### config.mk
export PLATFORM = sky130hd
export DESIGN_NAME = fog_density_curve_generator_top
export DESIGN_NICKNAME = d
export VERILOG_FILES = /design/src/design/fdc_pkg.sv /design/src/design/fdc_seq.sv /design/src/design/fdc_curve.sv /design/src/design/fog_density_curve_generator_top.sv
export SDC_FILE = /design/constraint.sdc
export NUM_CORES = 1
export LEC_CHECK = 0
export BUFFER_PORTS_ARGS = -buffer_cell sky130_fd_sc_hd__buf_2
export CORE_AREA = 3 3 219 221
export DETAILED_ROUTE_END_ITERATION = 8
export DIE_AREA = 0 0 222 224
export PLACE_DENSITY = 0.75
export SETUP_SLACK_MARGIN = 0.5
export SLEW_MARGIN = 25
export SYNTH_ARGS = -nofsm -noshare
export SYNTH_HDL_FRONTEND = slang
export SYNTH_SLANG_ARGS = --single-unit
export TNS_END_PERCENT = 20
### constraint.sdc
create_clock -name clk -period 8.2 [get_ports clk]
set_input_delay 0.82 -clock clk [delete_from_list [all_inputs] [get_ports clk]]
set_output_delay 0.82 -clock clk [all_outputs]
set_load 0.005 [all_outputs]
### src/design/fdc_pkg.sv
// ----------------------------------------------------------------------------
// fdc_pkg
// Shared types, constants and helper functions for the fog density curve
// generator.
// ----------------------------------------------------------------------------
package fdc_pkg;

  localparam int unsigned TABLE_LEN = 32;
  localparam int unsigned IDX_W     = $clog2(TABLE_LEN);
  localparam int unsigned DENS_W    = 7;
  localparam int unsigned SHIFT_W   = 4;
  localparam int unsigned DEPTH_W   = 16;
  localparam int unsigned OFFS_W    = 15;
  localparam int unsigned COLOR_W   = 15;
  localparam int unsigned ALPHA_W   = 5;
  localparam int unsigned WORD_W    = 21;
  localparam int unsigned KIND_W    = 2;
  localparam int unsigned TDATA_W   = 56;
  localparam int unsigned FRAC_W    = 12;

  localparam logic [IDX_W-1:0]   LAST_IDX    = IDX_W'(TABLE_LEN - 1);
  localparam logic [OFFS_W-1:0]  DEPTH_MAX   = 15'h7FFF;
  localparam logic [DENS_W-1:0]  DENS_MAX    = 7'd127;
  localparam logic [12:0]        LIN_GAIN    = 13'd4196;
  localparam logic [12:0]        SQ_GAIN     = 13'd4331;
  localparam logic [7:0]         SMOOTH_STEP = 8'd132;
  localparam logic [7:0]         EXP_BIAS    = 8'd7;
  localparam logic [SHIFT_W-1:0] SHIFT_TOP   = 4'd10;

  typedef enum logic [KIND_W-1:0] {
    CURVE_LINEAR  = 2'd0,
    CURVE_SQUARED = 2'd1,
    CURVE_EXP     = 2'd2,
    CURVE_SMOOTH  = 2'd3
  } curve_t;

  // Per-entry side information that travels with each table entry.
  typedef struct packed {
    logic [IDX_W-1:0]   idx;
    logic               rej;
    logic               last;
    logic [SHIFT_W-1:0] shift;
    logic [OFFS_W-1:0]  offs;
    logic [WORD_W-1:0]  word;
  } meta_t;

  // Largest shift in 1..10 whose span covers the depth range, else 0.
  // The compares are independent; the highest passing one wins.
  function automatic logic [SHIFT_W-1:0] pick_shift(input logic [OFFS_W-1:0] span);
    logic [SHIFT_W-1:0] sh;
    sh = '0;
    for (int k = 1; k <= 10; k++) begin
      if ((16'h8000 >> k) >= {1'b0, span}) begin
        sh = SHIFT_W'(k);
      end
    end
    if (span == '0) begin
      sh = SHIFT_TOP;
    end
    return sh;
  endfunction

endpackage

### src/design/fdc_seq.sv
// ----------------------------------------------------------------------------
// fdc_seq
// Request register and entry sequencer. Holds one setup request and issues
// its table entries one per advancing cycle, with the exponential curve
// carried as a running value.
// ----------------------------------------------------------------------------
module fdc_seq
  import fdc_pkg::*;
(
  input  logic                clk,
  input  logic                rst,
  input  logic                adv,
  input  logic                req_valid,
  output logic                req_ready,
  input  logic [KIND_W-1:0]   req_kind,
  input  logic [DEPTH_W-1:0]  req_near,
  input  logic [DEPTH_W-1:0]  req_far,
  input  logic [COLOR_W-1:0]  req_color,
  input  logic [ALPHA_W-1:0]  req_alpha,
  output logic                ent_valid,
  output logic [KIND_W-1:0]   ent_kind,
  output logic [DENS_W-1:0]   ent_expd,
  output meta_t               ent_meta
);

  logic                busy;
  logic [IDX_W-1:0]    cnt;
  logic [DENS_W-1:0]   expd;
  logic                rej;
  logic [KIND_W-1:0]   kind;
  logic [OFFS_W-1:0]   span;
  logic [OFFS_W-1:0]  offs;
  logic [WORD_W-1:0]   word;

  logic                seq_last;
  logic                accept;
  logic [OFFS_W-1:0]   near_c;
  logic [OFFS_W-1:0]   far_c;
  logic [4:0]          exp_step;

  assign seq_last  = rej || (cnt == LAST_IDX);
  assign req_ready = adv && (!busy || seq_last);
  assign accept    = req_valid && req_ready;

  assign near_c = (req_near > {1'b0, DEPTH_MAX}) ? DEPTH_MAX : req_near[OFFS_W-1:0];
  assign far_c  = (req_far  > {1'b0, DEPTH_MAX}) ? DEPTH_MAX : req_far[OFFS_W-1:0];

  // One step of the exponential approach toward full density.
  assign exp_step = 5'(({1'b0, DENS_MAX} - {1'b0, expd} + EXP_BIAS) >> 3);

  always_ff @(posedge clk) begin
    if (rst) begin
      busy      <= 1'b0;
      ent_valid <= 1'b0;
    end else if (adv) begin
      ent_valid <= busy;
      if (busy) begin
        ent_kind       <= kind;
        ent_expd       <= expd;
        ent_meta.idx   <= rej ? '0 : cnt;
        ent_meta.rej   <= rej;
        ent_meta.last  <= seq_last;
        ent_meta.shift <= rej ? '0 : pick_shift(span);
        ent_meta.offs  <= rej ? '0 : offs;
        ent_meta.word  <= rej ? '0 : word;
        cnt            <= cnt + 1'b1;
        expd           <= expd + DENS_W'(exp_step);
        if (seq_last) begin
          busy <= 1'b0;
        end
      end
      if (accept) begin
        busy  <= 1'b1;
        cnt   <= '0;
        expd  <= '0;
        rej   <= (req_far <= req_near);
        kind  <= req_kind;
        span  <= far_c - near_c;
        offs  <= near_c;
        word  <= {req_alpha, 1'b0, req_color};
      end
    end
  end

endmodule

### src/design/fdc_curve.sv
// ----------------------------------------------------------------------------
// fdc_curve
// Four-stage density pipeline: index products, squares, cube term, then the
// smoothstep scale and the curve select into the output register.
// ----------------------------------------------------------------------------
module fdc_curve
  import fdc_pkg::*;
(
  input  logic                clk,
  input  logic                rst,
  input  logic                adv,
  input  logic                in_valid,
  input  logic [KIND_W-1:0]   in_kind,
  input  logic [DENS_W-1:0]   in_expd,
  input  meta_t               in_meta,
  output logic                out_valid,
  output logic [DENS_W-1:0]   out_dens,
  output meta_t               out_meta
);

  // Stage 2
  logic                v2;
  logic [KIND_W-1:0]   kind2;
  logic [DENS_W-1:0]   expd2;
  meta_t               meta2;
  logic [DENS_W-1:0]   lin2;
  logic [9:0]          sqp2;
  logic [FRAC_W-1:0]   t2r;
  // Stage 3
  logic                v3;
  logic [KIND_W-1:0]   kind3;
  logic [DENS_W-1:0]   expd3;
  meta_t               meta3;
  logic [DENS_W-1:0]   lin3;
  logic [DENS_W-1:0]   sq3;
  logic [FRAC_W-1:0]   t3r;
  logic [FRAC_W-1:0]   tt3;
  // Stage 4
  logic                v4;
  logic [KIND_W-1:0]   kind4;
  logic [DENS_W-1:0]   expd4;
  meta_t               meta4;
  logic [DENS_W-1:0]   lin4;
  logic [DENS_W-1:0]   sq4;
  logic [FRAC_W-1:0]   tt4;
  logic [FRAC_W-1:0]   ttt4;

  logic [17:0]         lin_prod;
  logic [22:0]         sq_prod;
  logic [23:0]         tt_prod;
  logic [23:0]         ttt_prod;
  logic [13:0]         s_pos;
  logic [12:0]         s_neg;
  logic [13:0]         s_val;
  logic [20:0]         sm_prod;
  logic [DENS_W-1:0]   smooth;
  logic [DENS_W-1:0]   dens;

  assign lin_prod = 18'(in_meta.idx) * 18'(LIN_GAIN);
  assign sq_prod  = 23'(sqp2) * 23'(SQ_GAIN);
  assign tt_prod  = 24'(t2r) * 24'(t2r);
  assign ttt_prod = 24'(tt3) * 24'(t3r);

  // Smoothstep 3t^2 - 2t^3, floored at zero.
  assign s_pos   = 14'(tt4) + 14'({tt4, 1'b0});
  assign s_neg   = {ttt4, 1'b0};
  assign s_val   = (s_pos > 14'(s_neg)) ? (s_pos - 14'(s_neg)) : '0;
  assign sm_prod = 21'(s_val) * 21'(DENS_MAX);
  assign smooth  = sm_prod[FRAC_W +: DENS_W];

  always_comb begin
    case (curve_t'(kind4))
      CURVE_SQUARED: dens = sq4;
      CURVE_EXP:     dens = expd4;
      CURVE_SMOOTH:  dens = smooth;
      default:       dens = lin4;
    endcase
    if (meta4.rej) begin
      dens = '0;
    end
  end

  always_ff @(posedge clk) begin
    if (rst) begin
      v2        <= 1'b0;
      v3        <= 1'b0;
      v4        <= 1'b0;
      out_valid <= 1'b0;
    end else if (adv) begin
      v2        <= in_valid;
      v3        <= v2;
      v4        <= v3;
      out_valid <= v4;
    end
  end

  always_ff @(posedge clk) begin
    if (adv) begin
      kind2    <= in_kind;
      expd2    <= in_expd;
      meta2    <= in_meta;
      lin2     <= lin_prod[10 +: DENS_W];
      sqp2     <= 10'(in_meta.idx) * 10'(in_meta.idx);
      t2r      <= FRAC_W'(in_meta.idx) * FRAC_W'(SMOOTH_STEP);

      kind3    <= kind2;
      expd3    <= expd2;
      meta3    <= meta2;
      lin3     <= lin2;
      sq3      <= sq_prod[15 +: DENS_W];
      t3r      <= t2r;
      tt3      <= tt_prod[FRAC_W +: FRAC_W];

      kind4    <= kind3;
      expd4    <= expd3;
      meta4    <= meta3;
      lin4     <= lin3;
      sq4      <= sq3;
      tt4      <= tt3;
      ttt4     <= ttt_prod[FRAC_W +: FRAC_W];

      out_dens <= dens;
      out_meta <= meta4;
    end
  end

endmodule

### src/design/fog_density_curve_generator_top.sv
// ----------------------------------------------------------------------------
// fog_density_curve_generator_top
// Turns one fog setup request into a 32-entry fog density table stream.
// ----------------------------------------------------------------------------
// Usage:
// The slave channel takes one setup request per transfer: the curve kind in
// s_tuser and the depths, color and alpha in s_tdata. The master channel
// returns the table entries in order, one transfer per entry, with m_tlast on
// entry 31. A request whose far depth is not beyond its near depth returns a
// single transfer with m_tuser and m_tlast high and all data fields zero.
// Throughput is one entry per cycle while the output is not stalled; the
// entry sequencer is the limit, and the next request is taken in the cycle
// the previous one issues its last entry.
// From a request transfer, its first entry passes the request register, the
// sequencer register, three curve stages and the output register to m_tvalid.
// When m_tready is low while m_tvalid is high the whole pipeline freezes, the
// output holds its entry, and s_tready drops; nothing is lost or repeated.
// Synchronous reset empties the pipeline and drops any request in progress.
// ----------------------------------------------------------------------------
module fog_density_curve_generator_top
  import fdc_pkg::*;
(
  input  logic               clk,
  input  logic               rst,
  input  logic               s_tvalid,
  output logic               s_tready,
  // [15:0] near, [31:16] far, [46:32] fog_color, [51:47] fog_alpha
  input  logic [TDATA_W-1:0] s_tdata,
  // [1:0] curve_kind
  input  logic [KIND_W-1:0]  s_tuser,
  output logic               m_tvalid,
  input  logic               m_tready,
  // [4:0] entry_index, [11:5] density, [15:12] band_shift,
  // [30:16] depth_offset, [51:31] color_word
  output logic [TDATA_W-1:0] m_tdata,
  // [0] rejected
  output logic               m_tuser,
  output logic               m_tlast
);

  logic              adv;
  logic              ent_valid;
  logic [KIND_W-1:0] ent_kind;
  logic [DENS_W-1:0] ent_expd;
  meta_t             ent_meta;
  logic [DENS_W-1:0] out_dens;
  meta_t             out_meta;

  // The pipeline moves whenever the output register is empty or being taken.
  assign adv = !m_tvalid || m_tready;

  fdc_seq u_seq (
    .clk       (clk),
    .rst       (rst),
    .adv       (adv),
    .req_valid (s_tvalid),
    .req_ready (s_tready),
    .req_kind  (s_tuser),
    .req_near  (s_tdata[15:0]),
    .req_far   (s_tdata[31:16]),
    .req_color (s_tdata[46:32]),
    .req_alpha (s_tdata[51:47]),
    .ent_valid (ent_valid),
    .ent_kind  (ent_kind),
    .ent_expd  (ent_expd),
    .ent_meta  (ent_meta)
  );

  fdc_curve u_curve (
    .clk       (clk),
    .rst       (rst),
    .adv       (adv),
    .in_valid  (ent_valid),
    .in_kind   (ent_kind),
    .in_expd   (ent_expd),
    .in_meta   (ent_meta),
    .out_valid (m_tvalid),
    .out_dens  (out_dens),
    .out_meta  (out_meta)
  );

  assign m_tdata = {4'b0, out_meta.word, out_meta.offs, out_meta.shift, out_dens,
                    out_meta.idx};
  assign m_tuser = out_meta.rej;
  assign m_tlast = out_meta.last;

endmodule

==> results.json, run 1 <==
{
  "outcome": "complete, no violations",
  "die_x_um": 222,
  "synth_area_leaders": "edfxtp_1, fa_1, ha_1",
  "place_inst": 2723,
  "dr.pass1.iters": 5,
  "ys_seq_elements": 423,
  "syn_area_mm2": 0.0262,
  "grt_first_pass_wirelength_um": 77300,
  "drtAntennaViolNets": 0,
  "hold_viol": 0,
  "avgSynthCellArea_um2": 13.0,
  "setup_tns_ns": 0,
  "drv_slew": 0,
  "holdWs_ns": 0.409,
  "cpMostUsedCell": "fa_1",
  "setup_viol": 0,
  "cts_tree": "done",
  "core_area_mm2": 0.0464,
  "ys_types": 69,
  "antenna_found_initial": 2,
  "die_area_mm2": 0.0497,
  "track_usage_pct": 19.2,
  "dp_hpwl_um": 35200,
  "slowest_stage": "fa_1",
  "drc": 0,
  "final_cells": 2819,
  "grt_overflow": 0,
  "area_growth_pct": 12.1,
  "timing.final.crit_share_pct": 92.5,
  "start_util_pct": 56.5,
  "yosysWarnings": 0,
  "root_buffer": "clkbuf_16",
  "min_period_ns": 7.58,
  "layout-drive-gt1-share_pct": 13.6,
  "critPathLaunchType": "flip-flop",
  "skew_ns": 0.0224,
  "nFillCells": 3350,
  "yosysSeqAreaShare_pct": 48.3,
  "synth_top_cells_by_count": "edfxtp_1, inv_1, ha_1",
  "max_stage_delay_ns": 0.56,
  "relSlewSlack_pct": 41.5,
  "cts.sinks": 423,
  "clk_pin_slew_ns": 0.06,
  "dpl_cell_area_mm2": 0.0275,
  "vias": 14900,
  "synth_top_cell_by_area": "edfxtp_1",
  "rows": 79,
  "wl_per_cell_um": 16.6,
  "ys.flop_type": "edfxtp_1",
  "cp_max_fo": 6,
  "nets": 2726,
  "fmax_mhz": 132,
  "max_cap_violations": 0,
  "fin_area_mm2": 0.0294,
  "grt_pass1_vias": 15600,
  "die_h_um": 224,
  "cts_hold_buf": 0,
  "drtIter0Drc": 890,
  "io_pins": 122,
  "criticalPathCategory": "flip-flop to flip-flop",
  "drt-vias-per-instance": 5.29,
  "cts_max_level": 2,
  "rsz0062_at_grt": "yes",
  "async_flop_share_pct": 0,
  "yosys.area.top_type_share_pct": 47.8,
  "min_path_type": "flip-flop to flip-flop",
  "worstPathRequired_ns": 8.51,
  "cts_buffers": 43,
  "syn_inst": 2012,
  "tightest_slew_ns": 0.876,
  "gp_routability_congestion": 0.889,
  "synth.most_common_cell": "edfxtp_1",
  "io_buffers": 112,
  "clk_latency_ns": 0.57,
  "grt_max_degree": 127,
  "arrival_ns": 7.89,
  "cts_buffer_depth": 3,
  "synth_edf_count": 417,
  "routed_wl_um": 46800,
  "end_kind": "flip-flop"
}
## flip-flops by register name, indices dropped and copies added (netlist names), 9 cells and up
name              cells
u_curve.tt4          12
u_seq.offs           15
u_curve.tt3          12
u_curve.out_meta     46
u_curve.meta3        45
u_curve.sqp2          9
u_curve.meta2        44
u_seq.ent_meta       46
u_seq.span           15
u_curve.meta4        46
u_curve.ttt4         12
u_seq.word           20
## layout by cell type, fill, tap and decap left out, drive strengths merged, types with 13 or more instances in the layout
cell type	Yosys	layout
xnor2	70	70
nor2b	67	67
nand3	21	22
and3	15	15
inv	305	311
nor2	96	96
fa	192	192
or3	13	13
edfxtp	417	417
clkbuf	23	47
o21ai	37	37
ha	291	291
a21o	29	29
or2	27	27
xor2	23	23
and2	76	76
nor3	24	24
nand2	75	75
clkinv	0	17
buf	7	147
a21oi	63	63
o21a	13	13
## cells by family after synthesis
kind of cell             share of synthesized area (%)
AO/OA/AOI/OAI                                     5.52
XOR/XNOR                                          3.11
adder cells (fa/ha/maj)                           28.6
buffers and inverters                             4.88
flip-flops                                        48.3
multiplexers                                     0.583
other                                           0.0287
AND/OR/NAND/NOR                                   9.05
## layer usage
metal,global-route usage [%],share of wire (%)
met5,0,0
met4,5.57,2.3
met3,2.86,4.0
met2,33.4,51
met1,25.3,43
## stage by stage
step | setup WS [ns] | util, %
finish | 0.615 | 63.4
global route | 0.231 | 63.4
CTS | 0.501 | 62.9
detailed placement | -0.0989 | 59.4
global placement | 0.0994 | 59.4
floorplan | 0.506 | -
## final cells by class
| cell class | instances | area (µm²) | share of cell area, % |
|---|---|---|---|
| well taps | 607 | 759 | 2.59 |
| diodes | 2 | 5.00 | 0.0170 |
| flip-flops and latches | 423 | 12600 | 43.0 |
| inverters | 305 | 1150 | 3.92 |
| repair buffers | 147 | 842 | 2.87 |
| clock buffers | 47 | 1090 | 3.71 |
| multi-input cells | 1261 | 12600 | 42.9 |
| clock inverters | 27 | 272 | 0.924 |
## worst max-delay path: cells and delay by family (launching register included)
family / cells / cell delay (ns)
adder cells (fa/ha/maj): 8 / 3.20
multiplexers: 1 / 0.45
AND/OR/NAND/NOR: 4 / 0.40
AO/OA/AOI/OAI: 11 / 2.40
buffers and inverters: 3 / 0.38
flip-flops: 1 / 0.39
XOR/XNOR: 1 / 0.10
## timing repair
item / CTS / global route
pin swaps: 16 / 36
setup buffers: 11 / 7
resized for setup: 39 / 30
endpoints found under the setup margin: 7 / 7
cloned: 2 / 0
## worst paths after layout
kind | start | end | slack [ns] | cells after the start
setup reg to reg | u_curve.tt4[1]$_DFFE_PN_ | u_curve.out_dens[3]$_SDFFCE_PP0N_ | 0.62 | 28
hold reg to reg | u_seq.ent_meta[16]$_SDFFCE_PP0P_ | u_curve.meta2[16]$_DFFE_PN_ | 0.41 | 0
setup / recovery | u_curve.tt4[1]$_DFFE_PN_ | u_curve.out_dens[3]$_SDFFCE_PP0N_ | 0.62 | 28
hold / removal | u_seq.ent_meta[16]$_SDFFCE_PP0P_ | u_curve.meta2[16]$_DFFE_PN_ | 0.41 | 0
Power of run 1 is left out: the tool's default activity adds up to more than one toggle a clock period on the data nets, which glitch-free logic cannot reach.
==> run 2, diff against run 1 <==
--- a/config.mk
+++ b/config.mk
@@ -7,6 +7,7 @@
 export LEC_CHECK = 0
 export BUFFER_PORTS_ARGS = -buffer_cell sky130_fd_sc_hd__buf_2
 export CORE_AREA = 3 3 219 221
+export CTS_BUF_LIST = sky130_fd_sc_hd__clkbuf_8 sky130_fd_sc_hd__clkbuf_16
 export DETAILED_ROUTE_END_ITERATION = 8
 export DIE_AREA = 0 0 222 224
 export PLACE_DENSITY = 0.75
==> results.json, run 2 (same netlist as run 1, synthesis figures left out) <==
{
  "worstPathRequired_ns": 8.59,
  "core_area_mm2": 0.0464,
  "grt_overflow": 0,
  "dp_hpwl_um": 35200,
  "cts.sinks": 423,
  "tightest_slew_ns": 0.876,
  "hold_viol": 0,
  "max_cap_violations": 0,
  "cts_buffers": 43,
  "skew_ns": 0.0206,
  "relSlewSlack_pct": 41.4,
  "wl_met1_um": 19900,
  "track_usage_pct": 19.2,
  "timing.final.crit_share_pct": 92.6,
  "final_common_cell": "edfxtp_1",
  "criticalPathCategory": "flip-flop to flip-flop",
  "rows": 79,
  "rsz0062_at_grt": "yes",
  "cp_max_fo": 6,
  "clk_latency_ns": 0.57,
  "cts_buffer_depth": 3,
  "largestRegisters": "u_curve.meta4: 46 flops, u_curve.out_meta: 46 flops, u_seq.ent_meta: 46 flops",
  "vias": 14900,
  "area_growth_pct": 12.1,
  "die_h_um": 224,
  "grt_pass1_vias": 15600,
  "grt_first_pass_wirelength_um": 77300,
  "wl_per_cell_um": 16.6,
  "drv_slew": 0,
  "drtAntennaViolNets": 0,
  "drt-vias-per-instance": 5.30,
  "io_pins": 122,
  "layout_common_cells": "edfxtp_1, inv_1, ha_1, fa_1, buf_2",
  "finalCoreUtilization_pct": 63.4,
  "highest_layer": "met4",
  "max_stage_delay_ns": 0.56,
  "min_period_ns": 7.59,
  "nets": 2726,
  "min_path_type": "flip-flop to flip-flop",
  "routed_wl_um": 46800,
  "root_buffer": "clkbuf_16",
  "critPathLaunchType": "flip-flop",
  "setup_viol": 0,
  "die_area_mm2": 0.0497,
  "slowest_stage": "fa_1",
  "nFillCells": 3350,
  "cts_max_level": 2,
  "cts_tree": "done",
  "outcome": "complete, no violations",
  "die_x_um": 222,
  "route.met3.wl_um": 1840,
  "cpMostUsedCell": "fa_1",
  "antenna_found_initial": 2,
  "drc": 0,
  "start_util_pct": 56.5,
  "end_kind": "flip-flop",
  "io_buffers": 112,
  "fmax_mhz": 132,
  "met2WireLength_um": 24000,
  "layout-drive-gt1-share_pct": 13.6,
  "drtIter0Drc": 836,
  "grt_max_degree": 127,
  "gp_routability_congestion": 0.889,
  "arrival_ns": 7.99,
  "dr.pass1.iters": 6,
  "clk_pin_slew_ns": 0.06
}
-- run 2: cell count changes in the layout (fill, tap and decap cells not counted) --
cell,before,now
inv_1,299,303
clkbuf_1,4,0
-- run 2: routing by layer --
layer	up-vias	track usage, %
li1	7252	-
met1	7314	25.3
met2	307	33.4
met3	68	2.86
met4	0	5.57
met5	-	0
-- run 2: path summary, 6_finish.rpt --
path                                                        from                                 to  slack (ns)  cells after the start
worst max-delay path                    u_curve.tt4[1]$_DFFE_PN_  u_curve.out_dens[6]$_SDFFCE_PP0N_        0.61                     28
worst min register to register  u_seq.ent_meta[16]$_SDFFCE_PP0P_        u_curve.meta2[16]$_DFFE_PN_        0.41                      0
worst min-delay path            u_seq.ent_meta[16]$_SDFFCE_PP0P_        u_curve.meta2[16]$_DFFE_PN_        0.41                      0
worst max register to register          u_curve.tt4[1]$_DFFE_PN_  u_curve.out_dens[6]$_SDFFCE_PP0N_        0.61                     28
-- run 2: timing repair --
| action | 4_1_cts | 5_1_grt |
|---|---|---|
| endpoints found under the setup margin | 7 | 7 |
| hold buffers | 0 | 0 |
| pin swaps | 16 | 36 |
| buffers inserted | 11 | 7 |
| gates cloned | 2 | 0 |
| resized for setup | 39 | 30 |
-- run 2: final cells by class --
cell class | count | area (µm²) | share of cell area [%]
flip-flops and latches | 423 | 12600 | 43.0
multi-input cells | 1261 | 12600 | 42.9
inverters | 305 | 1150 | 3.92
clock buffers | 43 | 1080 | 3.66
repair buffers | 147 | 842 | 2.87
well taps | 607 | 759 | 2.59
clock inverters | 31 | 287 | 0.975
diodes | 2 | 5.00 | 0.0170
-- run 2: critical path: cells and delay by family (launching register included) --
| kind | cells | cell delay (ns) |
|---|---|---|
| adders and majority gates | 8 | 3.20 |
| AOI/OAI and AO/OA | 13 | 2.84 |
| and+or+nand+nor | 4 | 0.58 |
| DFF | 1 | 0.39 |
| buffers and inverters | 3 | 0.38 |
-- run 2: per-stage QoR --
step / TNS, ns / cell area [µm²] / instances / setup WS [ns] / hold WS [ns]
2_1_floorplan: 0 / 26200 / 2018 / 0.506 / 0.400
3_3_place_gp: 0 / 27500 / 2723 / 0.0994 / 0.400
3_5_place_dp: -0.178 / 27500 / 2723 / -0.0989 / 0.405
4_1_cts: 0 / 29200 / 2810 / 0.501 / 0.379
5_1_grt: 0 / 29400 / 2819 / 0.231 / 0.402
6_report: 0 / 29400 / 2819 / 0.608 / 0.410
Power of run 2 is left out for the same reason.
==> run 3, diff against run 2 <==
--- a/config.mk
+++ b/config.mk
@@ -10,7 +10,7 @@
 export CTS_BUF_LIST = sky130_fd_sc_hd__clkbuf_8 sky130_fd_sc_hd__clkbuf_16
 export DETAILED_ROUTE_END_ITERATION = 8
 export DIE_AREA = 0 0 222 224
-export PLACE_DENSITY = 0.75
+export PLACE_DENSITY = 0.82
 export SETUP_SLACK_MARGIN = 0.5
 export SLEW_MARGIN = 25
 export SYNTH_ARGS = -nofsm -noshare
==> results.json, run 3 (same netlist as run 1, synthesis figures left out) <==
{
  "outcome": "complete, no violations",
  "vias": 15400,
  "cts_buffers": 41,
  "min_path_type": "flip-flop to flip-flop",
  "busiest_layer": "met2",
  "drtIter0Drc": 1027,
  "end_kind": "flip-flop",
  "grt_first_pass_wirelength_um": 83000,
  "worst-r2r-cell-count": 31,
  "grt_overflow": 0,
  "hp-start": "u_curve.meta3[3]$_DFFE_PN_",
  "diodes": 0,
  "grt_max_degree": 186,
  "grt_pass1_vias": 16700,
  "nets": 2724,
  "slowest_stage": "fa_1",
  "grt_use_met2_pct": 37.1,
  "cp_max_fo": 6,
  "wl_per_cell_um": 17.8,
  "critPathLaunchType": "flip-flop",
  "max_cap_violations": 0,
  "hold_viol": 0,
  "startpoint": "u_curve.tt4[1]$_DFFE_PN_",
  "core_area_mm2": 0.0464,
  "setup_tns_ns": 0,
  "drtAntennaViolNets": 0,
  "clk_latency_ns": 0.57,
  "drv_slew": 0,
  "max_stage_delay_ns": 0.56,
  "cts_buffer_depth": 3,
  "rrSetupSlack_ns": 0.49,
  "layout-drive-gt1-share_pct": 13.8,
  "clk_pin_slew_ns": 0.06,
  "gp_routability_congestion": 0.908,
  "antenna_found_initial": 0,
  "track_usage_pct": 20.6,
  "holdPathStages": 0,
  "gr-usage-met3_pct": 2.99,
  "worstPathRequired_ns": 8.49,
  "arrival_ns": 8.01,
  "io_buffers": 112,
  "rsz0062_at_grt": "yes",
  "die_x_um": 222,
  "skew_ns": 0.0176,
  "largestRegisters": "u_curve.meta4: 46 flops, u_curve.out_meta: 46 flops, u_seq.ent_meta: 46 flops",
  "cts_tree": "done",
  "io_pins": 122,
  "tightest_slew_ns": 0.955,
  "drc": 0,
  "drt-vias-per-instance": 5.48,
  "final_common_cell": "edfxtp_1",
  "r2r_start": "u_curve.tt4[1]$_DFFE_PN_",
  "timing.final.crit_share_pct": 94.1,
  "worst_hold_path.endpoint": "u_curve.meta4[3]$_DFFE_PN_",
  "min_period_ns": 7.71,
  "dr.pass1.iters": 8,
  "die_h_um": 224,
  "rows": 79,
  "root_buffer": "clkbuf_16",
  "cts.sinks": 423,
  "area_growth_pct": 12.1,
  "cpMostUsedCell": "fa_1",
  "die_area_mm2": 0.0497,
  "dp_hpwl_um": 35700,
  "criticalPathCategory": "flip-flop to flip-flop",
  "setup_viol": 0,
  "reg2reg_to": "u_curve.out_dens[3]$_SDFFCE_PP0N_",
  "layout_common_cells": "edfxtp_1, inv_1, ha_1, fa_1, buf_2",
  "cts_max_level": 2,
  "routed_wl_um": 50000,
  "start_util_pct": 56.5,
  "relSlewSlack_pct": 36.3,
  "fmax_mhz": 130,
  "use_met1_pct": 25.5
}
==> run 3: changes by cell type in the layout (fill, tap and decap cells not counted), moves of 3 or more <==
cell      previous run  this run
inv_1              303       309
clkinv_1             8         4
nand2_1             73        70
nand2_4              1         4
buf_6                5         1
==> run 3: cell type report <==
type / instances / area [µm²]
Clock buffer: 41 / 1030
Sequential cell: 423 / 12600
Clock inverter: 33 / 256
Tap cell: 607 / 759
Multi-Input combinational cell: 1261 / 12700
Fill cell: 3207 / 17000
Timing Repair Buffer: 147 / 847
Inverter: 305 / 1150
==> run 3: critical path, delay by kind of cell, from the launching register on <==
family          cells  cell delay (ns)
buf+inv             5             0.49
flops               1             0.40
simple gates        4             0.76
mux                 1             0.45
xor+xnor            2             0.30
fa+ha+maj           7             2.90
compound gates     12             2.13
==> run 3: stage by stage <==
step           util (%)  instances  setup slack, ns  hold slack [ns]  cell area (µm²)
2_1_floorplan         -       2018            0.506            0.400            26200
3_3_place_gp       59.3       2716            0.142            0.400            27500
3_5_place_dp       59.3       2716          -0.0908            0.405            27500
4_1_cts            63.1       2813            0.493            0.399            29200
5_1_grt            63.3       2817            0.225            0.396            29400
6_report           63.3       2817            0.487            0.413            29400
==> run 3: worst max-delay path by stage <==
stage                                   endpoint  slack (ns)  depth (start not counted)
2_1_floorplan  u_curve.out_dens[3]$_SDFFCE_PP0N_        0.51                         30
3_3_place_gp   u_curve.out_dens[6]$_SDFFCE_PP0N_        0.14                         31
3_5_place_dp   u_curve.out_dens[3]$_SDFFCE_PP0N_       -0.09                         31
4_1_cts        u_curve.out_dens[6]$_SDFFCE_PP0N_        0.49                         30
5_1_grt        u_curve.out_dens[3]$_SDFFCE_PP0N_        0.23                         31
6_report       u_curve.out_dens[3]$_SDFFCE_PP0N_        0.49                         31
==> run 3: what timing repair did <==
item / in CTS / in global routing
cloned: 2 / 0
hold buffers: 0 / 0
resized for setup: 59 / 15
endpoints found under the setup margin: 7 / 7
setup buffers: 21 / 4
pin swaps: 44 / 39
==> run 3: per-layer routing <==
| metal | vias up | part of all wire [%] |
|---|---|---|
| met2 | 384 | 52 |
| met3 | 131 | 3.9 |
| li1 | 7244 | - |
| met4 | 0 | 3.5 |
| met5 | - | 0 |
| met1 | 7667 | 40 |
Power of run 3 is left out for the same reason.
